==> config.mk <==
export PLATFORM = sky130hd
export DESIGN_NAME = http_chunked_body_decoder
export DESIGN_NICKNAME = d
export VERILOG_FILES = /design/src/hcbd_pkg.sv /design/src/http_chunked_body_decoder.sv
export SDC_FILE = /design/constraint.sdc
export NUM_CORES = 1
export LEC_CHECK = 0
export BUFFER_PORTS_ARGS = -buffer_cell sky130_fd_sc_hd__buf_4
export CAP_MARGIN = 0
export CORE_AREA = 10 10 122 124
export CTS_CLUSTER_SIZE = 24
export DETAILED_ROUTE_END_ITERATION = 8
export DIE_AREA = 0 0 132 134
export GPL_TIMING_DRIVEN = 0
export PLACE_DENSITY_LB_ADDON = 0.12
export SLEW_MARGIN = 20
export SYNTH_ARGS = -nofsm -noshare
export SYNTH_HDL_FRONTEND = slang
export SYNTH_SLANG_ARGS = --single-unit
==> constraint.sdc <==
create_clock -name clk -period 3 [get_ports clk]
set_clock_uncertainty 0.05 [all_clocks]
set_input_delay 0.6 -clock clk [delete_from_list [all_inputs] [get_ports clk]]
set_output_delay 0.6 -clock clk [all_outputs]
set_load 0.01 [all_outputs]
==> src/hcbd_pkg.sv <==
// types, codes and helper functions for the chunked body decoder
// no dependencies
package hcbd_pkg;

    localparam logic [7:0] CH_LF    = 8'h0A;
    localparam logic [7:0] CH_CR    = 8'h0D;
    localparam logic [7:0] CH_SEMI  = 8'h3B;
    localparam logic [7:0] CH_PLUS  = 8'h2B;
    localparam logic [7:0] CH_ZERO  = 8'h30;
    localparam logic [7:0] CH_LOW_X = 8'h78;
    localparam logic [7:0] CH_UP_X  = 8'h58;

    localparam logic [1:0] ST_BUSY     = 2'd0;
    localparam logic [1:0] ST_COMPLETE = 2'd1;
    localparam logic [1:0] ST_ERROR    = 2'd2;

    typedef enum logic [2:0] {
        PH_SIZE,
        PH_DATA,
        PH_END_CR,
        PH_END_LF,
        PH_TRAILER,
        PH_COMPLETE,
        PH_ERROR
    } phase_t;

    typedef enum logic [2:0] {
        SS_WS,
        SS_SIGN,
        SS_ZERO,
        SS_PREFIX,
        SS_DIGITS,
        SS_EXT
    } subphase_t;

    typedef struct packed {
        logic       ok;
        logic [3:0] val;
    } hex_t;

    function automatic hex_t hex_decode(input logic [7:0] c);
        hex_t h;
        h.ok  = 1'b1;
        h.val = 4'd0;
        if (c >= 8'h30 && c <= 8'h39) begin
            h.val = 4'(c - 8'h30);
        end else if (c >= 8'h61 && c <= 8'h66) begin
            h.val = 4'(c - 8'h57);
        end else if (c >= 8'h41 && c <= 8'h46) begin
            h.val = 4'(c - 8'h37);
        end else begin
            h.ok = 1'b0;
        end
        return h;
    endfunction

    function automatic logic is_blank(input logic [7:0] c);
        return c == 8'h20 || c == 8'h09 || c == 8'h0B || c == 8'h0C || c == CH_CR;
    endfunction

endpackage

==> src/http_chunked_body_decoder.sv <==
// chunked transfer-coding body decoder: one result word per input byte, with payload
// flag and a sticky status (in progress, complete, error)
// depends on hcbd_pkg
//
// Takes one byte per cycle while the output is not stalled and returns one word per byte.
// The word stays on the output while the output is stalled. The path is an input
// register, then the per-byte state update, then the result register. The state update
// is a single hex-digit shift and compare on the chunk length counter, so a byte may
// enter in every cycle in which the output is not stalled. Complete and error stay
// until reset; later bytes give no payload.
module http_chunked_body_decoder
    import hcbd_pkg::*;
#(
    parameter int SIZE_BITS = 32
) (
    input  logic       clk,
    input  logic       rst_n,
    input  logic       in_valid,
    output logic       in_stall,
    input  logic [7:0] in_byte,
    output logic       out_valid,
    input  logic       out_stall,
    output logic [7:0] body_byte,
    output logic       body_valid,
    output logic [1:0] status
);

    logic                 s1_valid_reg;
    logic [7:0]           s1_byte_reg;
    logic                 out_valid_reg;
    logic [7:0]           body_byte_reg;
    logic                 body_valid_reg;
    logic [1:0]           status_reg;

    phase_t               phase_reg, phase_next;
    subphase_t            sub_reg, sub_next;
    logic [SIZE_BITS-1:0] len_reg, len_next;
    logic                 pending_cr_reg, pending_cr_next;
    logic                 has_text_reg, has_text_next;

    logic [7:0]           body_byte_next;
    logic                 body_valid_next;
    logic [1:0]           status_next;

    logic                 out_free;
    logic                 step;
    logic [7:0]           c;
    hex_t                 hx;
    logic                 digit_ok;

    assign out_free = !out_valid_reg || !out_stall;
    assign step     = s1_valid_reg && out_free;
    assign in_stall = s1_valid_reg && !out_free;
    assign c        = s1_byte_reg;
    assign hx       = hex_decode(c);
    assign digit_ok = hx.ok && (len_reg[SIZE_BITS-1 -: 4] == 4'd0);

    assign out_valid  = out_valid_reg;
    assign body_byte  = body_byte_reg;
    assign body_valid = body_valid_reg;
    assign status     = status_reg;

    // next state
    always_comb
    begin
        phase_next      = phase_reg;
        sub_next        = sub_reg;
        len_next        = len_reg;
        pending_cr_next = pending_cr_reg;
        has_text_next   = has_text_reg;
        unique case (phase_reg)
            PH_SIZE:
            begin
                if (pending_cr_reg) begin
                    pending_cr_next = 1'b0;
                    if (c == CH_LF) begin
                        sub_next = SS_WS;
                        if (len_reg == '0) begin
                            phase_next    = PH_TRAILER;
                            has_text_next = 1'b0;
                        end else begin
                            phase_next = PH_DATA;
                        end
                    end else begin
                        phase_next = PH_ERROR;
                    end
                end else begin
                    unique case (sub_reg)
                        SS_WS, SS_SIGN:
                        begin
                            if (sub_reg == SS_WS && is_blank(c)) begin
                                sub_next = SS_WS;
                            end else if (sub_reg == SS_WS && c == CH_PLUS) begin
                                sub_next = SS_SIGN;
                            end else if (c == CH_ZERO) begin
                                sub_next = SS_ZERO;
                            end else if (digit_ok) begin
                                len_next = {len_reg[SIZE_BITS-5:0], hx.val};
                                sub_next = SS_DIGITS;
                            end else begin
                                phase_next = PH_ERROR;
                            end
                        end
                        SS_PREFIX:
                        begin
                            if (digit_ok) begin
                                len_next = {len_reg[SIZE_BITS-5:0], hx.val};
                                sub_next = SS_DIGITS;
                            end else begin
                                phase_next = PH_ERROR;
                            end
                        end
                        SS_ZERO, SS_DIGITS:
                        begin
                            if (sub_reg == SS_ZERO && (c == CH_LOW_X || c == CH_UP_X)) begin
                                sub_next = SS_PREFIX;
                            end else if (c == CH_LF) begin
                                sub_next = SS_WS;
                                if (len_reg == '0) begin
                                    phase_next    = PH_TRAILER;
                                    has_text_next = 1'b0;
                                end else begin
                                    phase_next = PH_DATA;
                                end
                            end else if (c == CH_CR) begin
                                pending_cr_next = 1'b1;
                            end else if (c == CH_SEMI) begin
                                sub_next = SS_EXT;
                            end else if (digit_ok) begin
                                len_next = {len_reg[SIZE_BITS-5:0], hx.val};
                                sub_next = SS_DIGITS;
                            end else begin
                                phase_next = PH_ERROR;
                            end
                        end
                        SS_EXT:
                        begin
                            if (c == CH_LF) begin
                                sub_next = SS_WS;
                                if (len_reg == '0) begin
                                    phase_next    = PH_TRAILER;
                                    has_text_next = 1'b0;
                                end else begin
                                    phase_next = PH_DATA;
                                end
                            end
                        end
                        default: phase_next = PH_ERROR;
                    endcase
                end
            end
            PH_DATA:
            begin
                // len counts down the bytes still due in this chunk
                len_next = len_reg - SIZE_BITS'(1);
                if (len_reg == SIZE_BITS'(1)) begin
                    phase_next = PH_END_CR;
                end
            end
            PH_END_CR:
            begin
                if (c == CH_CR) begin
                    phase_next = PH_END_LF;
                end else if (c == CH_LF) begin
                    phase_next      = PH_SIZE;
                    sub_next        = SS_WS;
                    len_next        = '0;
                    pending_cr_next = 1'b0;
                end else begin
                    phase_next = PH_ERROR;
                end
            end
            PH_END_LF:
            begin
                if (c == CH_LF) begin
                    phase_next      = PH_SIZE;
                    sub_next        = SS_WS;
                    len_next        = '0;
                    pending_cr_next = 1'b0;
                end else begin
                    phase_next = PH_ERROR;
                end
            end
            PH_TRAILER:
            begin
                if (c == CH_LF) begin
                    if (!has_text_reg) begin
                        phase_next = PH_COMPLETE;
                    end
                    has_text_next   = 1'b0;
                    pending_cr_next = 1'b0;
                end else if (c == CH_CR) begin
                    // a cr that is not followed by lf counts as text
                    pending_cr_next = 1'b1;
                    has_text_next   = has_text_reg || pending_cr_reg;
                end else begin
                    pending_cr_next = 1'b0;
                    has_text_next   = 1'b1;
                end
            end
            PH_COMPLETE: phase_next = PH_COMPLETE;
            PH_ERROR:    phase_next = PH_ERROR;
            default:     phase_next = PH_ERROR;
        endcase
    end

    // result word
    always_comb
    begin
        body_valid_next = (phase_reg == PH_DATA);
        body_byte_next  = (phase_reg == PH_DATA) ? c : 8'd0;
        unique case (phase_next)
            PH_COMPLETE: status_next = ST_COMPLETE;
            PH_ERROR:    status_next = ST_ERROR;
            default:     status_next = ST_BUSY;
        endcase
    end

    always_ff @(posedge clk or negedge rst_n)
    begin
        if (!rst_n) begin
            s1_valid_reg   <= 1'b0;
            out_valid_reg  <= 1'b0;
            phase_reg      <= PH_SIZE;
            sub_reg        <= SS_WS;
            len_reg        <= '0;
            pending_cr_reg <= 1'b0;
            has_text_reg   <= 1'b0;
        end else begin
            if (!in_stall) begin
                s1_valid_reg <= in_valid;
            end
            if (out_free) begin
                out_valid_reg <= s1_valid_reg;
            end
            if (step) begin
                phase_reg      <= phase_next;
                sub_reg        <= sub_next;
                len_reg        <= len_next;
                pending_cr_reg <= pending_cr_next;
                has_text_reg   <= has_text_next;
            end
        end
    end

    always_ff @(posedge clk)
    begin
        if (!in_stall && in_valid) begin
            s1_byte_reg <= in_byte;
        end
        if (step) begin
            body_byte_reg  <= body_byte_next;
            body_valid_reg <= body_valid_next;
            status_reg     <= status_next;
        end
    end

endmodule

---- After elaboration in Yosys (flattened, before gate mapping) ----
Index checks and enable logic that the tools add are counted.
storage, ports and cells
  flip-flop bits (word level) ............. 61
  input bits .............................. 12
  output and inout bits ................... 13
  logic and storage cells ................. 162
cells by class
  add/subtract/negate cells ............... 4
  order comparisons ....................... 6
  equal/unequal tests ..................... 38
  multiplexer cells ....................... 68
  reduce and logical (&&, ||, !) cells .... 35
operator list
  operator                                                                              count
  32-bit two-way mux                                                                    11
  32-bit one-hot mux with 4 select lines                                                1
  32-bit one-hot mux with 3 select lines                                                1
  3-bit two-way mux                                                                     28
  8-bit by 4-bit == test with 1-bit output (second input constant)                      5
  32-bit by 1-bit == test with 1-bit output (second input constant)                     1
  8-bit by 6-bit == test with 1-bit output (second input constant)                      4
  32-bit logical NOT                                                                    1
  32-bit by 1-bit subtractor with 32-bit output (second input constant)                 1
  3-bit one-hot mux with 4 select lines                                                 2
  3-bit inequality test (second input constant)                                         7
  3-bit == test (second input constant)                                                 6
  3-bit one-hot mux with 6 select lines                                                 1
  8-bit by 7-bit == test with 1-bit output (second input constant)                      2
  8-bit by 7-bit greater-or-equal comparator with 1-bit output (second input constant)  2
  8-bit by 7-bit less-or-equal comparator with 1-bit output (second input constant)     2
  1-bit two-way mux                                                                     16
  3-bit by 2-bit == test with 1-bit output (second input constant)                      4
  4-bit two-way mux                                                                     3
  12-bit AND reduction                                                                  1
  1-bit logical AND                                                                     10
  3-bit one-hot mux with 3 select lines                                                 1
  8-bit by 6-bit greater-or-equal comparator with 1-bit output (second input constant)  1
  8-bit by 6-bit less-or-equal comparator with 1-bit output (second input constant)     1
  23 further kinds                                                                      39

---- Longest topological paths before layout ----
  word-level depth ........................ 16
  depth in mapped cells ................... 10
  depth with buffers taken out ............ 8

---- Least setup slack after synthesis ----
Ideal clock, no wire load.
  kind .................................... register to register
  from .................................... reg s1_byte_reg[0], in the netlist c[0]
  to ...................................... reg len_reg[25]
  library setup time ...................... 0.131 ns
  arrival time ............................ 2.232 ns
  required time ........................... 2.819 ns
  path slack .............................. 0.587 ns
  cell stages (with the launch flop) ...... 10
  clock period less this slack ............ 2.413 ns
  cells stage by stage .................... edfxtp_1 inv_1 ha_1 nor3b_1 nand2_1 o211a_1 a311oi_4 nand2b_4 buf_4 o22ai_1
between the ends
  word-level cells in the longest chain between the ends .. 14
RTL lines
  what                                                                                                                                              RTL line                          source
  from (decl)                                                                                                                                       http_chunked_body_decoder.sv:29   logic [7:0] s1_byte_reg;
  from (signal assigned)                                                                                                                            http_chunked_body_decoder.sv:249  s1_byte_reg <= in_byte;
  8-bit by 7-bit greater-or-equal comparator with 1-bit output / 8-bit by 7-bit less-or-equal comparator with 1-bit output (equally long branches)  hcbd_pkg.sv:49                    end else if (c >= 8'h41 && c <= 8'h46) begin
  1-bit logical AND                                                                                                                                 hcbd_pkg.sv:49
  1-bit two-way mux                                                                                                                                 hcbd_pkg.sv:49
  1-bit two-way mux                                                                                                                                 hcbd_pkg.sv:47                    end else if (c >= 8'h61 && c <= 8'h66) begin
  1-bit two-way mux                                                                                                                                 hcbd_pkg.sv:45                    if (c >= 8'h30 && c <= 8'h39) begin
  1-bit logical AND                                                                                                                                 http_chunked_body_decoder.sv:56   assign digit_ok = hx.ok && (len_reg[SIZE_BITS-1 -: 4] == 4'd0);
  32-bit two-way mux (5 in a row)                                                                                                                   --
  32-bit one-hot mux with 3 select lines                                                                                                            --
  32-bit two-way mux                                                                                                                                --
  32-bit one-hot mux with 4 select lines                                                                                                            --
  to (signal assigned)                                                                                                                              http_chunked_body_decoder.sv:239  len_reg <= len_next;
  to (decl)                                                                                                                                         http_chunked_body_decoder.sv:37   logic [SIZE_BITS-1:0] len_reg, len_next;
Several ways; a longest one is shown, not always the timed one. The select of a mux whose other input is x is not followed.
A chain may end at the register's enable or synchronous reset.

---- Final worst setup path ----
  from .................................... reg s1_byte_reg[4], in the netlist c[4]
  to ...................................... reg len_reg[28]
Same word-level chain as after synthesis.

==> results.md <==
- Adder-cell share of the synthesized area: 2.12%
- CP endpoint kind: register
- CP required: 3.18 ns
- Synth cell types: 68
- VDD IR max: 0.212 mV
- Mean Syn Cell Area: 8.88 µm²
- Post-synthesis simple-gate area fraction: 21.6%
- Post-synth EDFFs: 19
- Combinational family with the most area after synthesis: compound AO/OA/AOI/OAI gates
- Part of the Yosys area used for sequential elements: 39.2%
- Synth Warn #: 0
- # diodes: 0
- CTS buffer count: 9
- P per Cell Area: 452 mW/mm²
- Wire per inst: 19.0 µm
- Min cycle time layout: 2.83 ns
- Clk_lat worst skew: 0.35 ns
- Post-Route WL: 12,900 µm
- Worst-margin pin slew: 0.775 ns
- Clock sinks: 61
- IO Port Bufs: 24
- Hold Vio Cnt, Final: 0
- Area share of the largest cell type after synthesis: 25.4%
- Largest net degree at the start of global routing: 43
- Total grt overflow: 0
- Final period util: 94.4%
- Syn_nets: 485
- Post-CTS setup buffer count: 0
- Number of global-route vias before repair: 3,895
- Final Core Density: 38.7%
- Core area: 0.0125 mm²
- Initial Util: 33.2%
- Setup_tns: 0 ns
- Resized cells post-CTS: 0
- Post-DR vias/cell: 5.87
- DRC Markers: 0
- Arrival @ worst endpoint: 3.01 ns
- Leading cell types by count after synthesis: dfrtp_1, o21ai_1, nor2_1, a21oi_1, o21ai_0
- Multiplexer share of the synthesized area: 0.514%
- Syn Std Cell Area: 0.00414 mm²
- Via count: 3,983
- Synth Instances: 466
- CTS tree: done
- Setup slack, reg-to-reg: 0.17 ns
- Htree depth: 3
- Worst Setup Path Type: reg2reg
- Largest cells by area after synthesis: dfrtp_1, edfxtp_1, o21ai_1
- Layout fillers: 1,246
- CP startpoint kind: register
- CTS max path bufs: 2
- Ys flop type: dfrtp_1
- Setup-failing EPs final: 0
- Antenna violations before repair: 0
- Final #Nets: 520
- Unrepaired setup endpoints after global routing: true
- DIE AREA: 0.0177 mm²
- # hold bufs at CTS: 0
- # IOs: 25
- Synth Area in XOR/XNOR: 0.635%
- Max Clock Freq: 0.353 GHz
- Fin. max-slew vios: 0
- Site Rows: 41
- DP Area: 0.00453 mm²
- Synth area leader: dfrtp_1
- Gr usage total: 14.7%
- Reg clk slew, reported paths: 0.05 ns
- First-pass GRT wire length: 21,300 µm
- Pre-Repair DR Iteration Count: 5
- Compound-Gate Fraction of Synth Area: 30.3%
- Status: complete, no violations
- Leak pwr: 1.84 nW
- Largest fanout on the critical path: 10
- Post-DP HPWL: 9140 µm
- Count leader, synth: dfrtp_1
- Root buf cell: clkbuf_16
- Tot Pwr: 2.18 mW
- Gpl congestion: 0.901
- Fraction of registers with async set/reset: 68.9%
- HP Class: in2async
- Max-cap violations: 0
- Synthesis-stage register bit count: 61
- Fin area: 0.00483 mm²
- Largest register FFs: 32
- Share of cells above drive strength 1: 15.0%
- Detail Route Antenna Nets: 0
- Area Growth Syn to Fin: 16.6%
- Die H: 134 µm
- Max transition margin: 47.0%
- Die X: 132 µm
- Initial DRC Count: 535
-- final timing paths --
kind	from	to	cells past startpoint
setup / recovery	c[4]	len_reg[28]	7
hold / removal	rst_n	len_reg[21]	1
setup reg to reg	c[4]	len_reg[28]	7
hold reg to reg	s1_valid_reg	out_valid	1
max in group asynchronous	rst_n	phase_reg[1]	1
min in group clk	in_byte[2]	c[2]	1
-- per-stage QoR --
step                cells  hold WS, ns  worst slack [ns]
finish                678        0.212             0.167
global placement      662        0.440            -0.110
floorplan             466        0.254             0.587
global route          678        0.268           -0.0249
CTS                   678        0.237            0.0186
detailed placement    662        0.446            -0.106
-- placed cells by master (no fill, tap or decap), drive strengths merged, types with 2 or more instances in the layout --
master	count
o21ai	70
dfrtp	42
buf	37
clkbuf	35
nor2	33
a21oi	29
nand2	26
nor3	20
inv	19
edfxtp	19
o31ai	17
a22oi	15
a32oi	13
and3	13
nand3	10
nor4	9
a31oi	8
nand2b	8
ha	7
o22ai	6
nor2b	5
and2	5
or4	5
nor4b	4
xnor2	3
nand4	3
o2111ai	3
or3b	3
a311oi	3
nor3b	3
and4b	2
a41oi	2
a211o	2
o211ai	2
o2bb2ai	2
o211a	2
o32a	2
o41ai	2
a211oi	2
-- power by group --
part	total, mW	internal (mW)	switching, mW
registers	0.917	0.895	0.0223
logic	0.269	0.0892	0.180
clock network	0.995	0.625	0.370
total	2.18	1.61	0.571
-- worst max-delay path, stage by stage, from the launching register on --
cell and delay, ns:
edfxtp_1 0.52, nor4_2 0.47, nand3_1 0.37, a211oi_2 0.60
buf_2 0.34, o21ai_0 0.12, o21ai_1 0.16, o21ai_1 0.08
-- layout make-up --
type | instances | area [µm²] | area share, %
Buffer | 33 | 160 | 3.32
Clock buffer | 15 | 278 | 5.76
Clock inverter | 1 | 5.00 | 0.104
Inverter | 19 | 71.3 | 1.48
Multi-Input combinational cell | 353 | 2290 | 47.5
Sequential cell | 61 | 1620 | 33.6
Tap cell | 172 | 215 | 4.46
Timing Repair Buffer | 24 | 180 | 3.73
-- routing by layer --
layer  GRT usage (%)  share of wire, %  up-vias
met5               0                 0        -
met4            5.25               1.2        0
met3            3.29               6.6       14
met2            21.0                44      139
met1            21.1                49     1960
li1                -                 -     1870
-- cell families (layout without fill, tap and decap cells) --
group | after synthesis | after routing
buffers and inverters | 52 | 92
adder cells (fa/ha/maj) | 7 | 7
multiplexers | 2 | 2
XOR/XNOR | 3 | 3
flip-flops | 61 | 61
AO/OA/AOI/OAI | 188 | 188
AND/OR/NAND/NOR | 153 | 153
No activity file was read; power rests on OpenSTA's default activity.
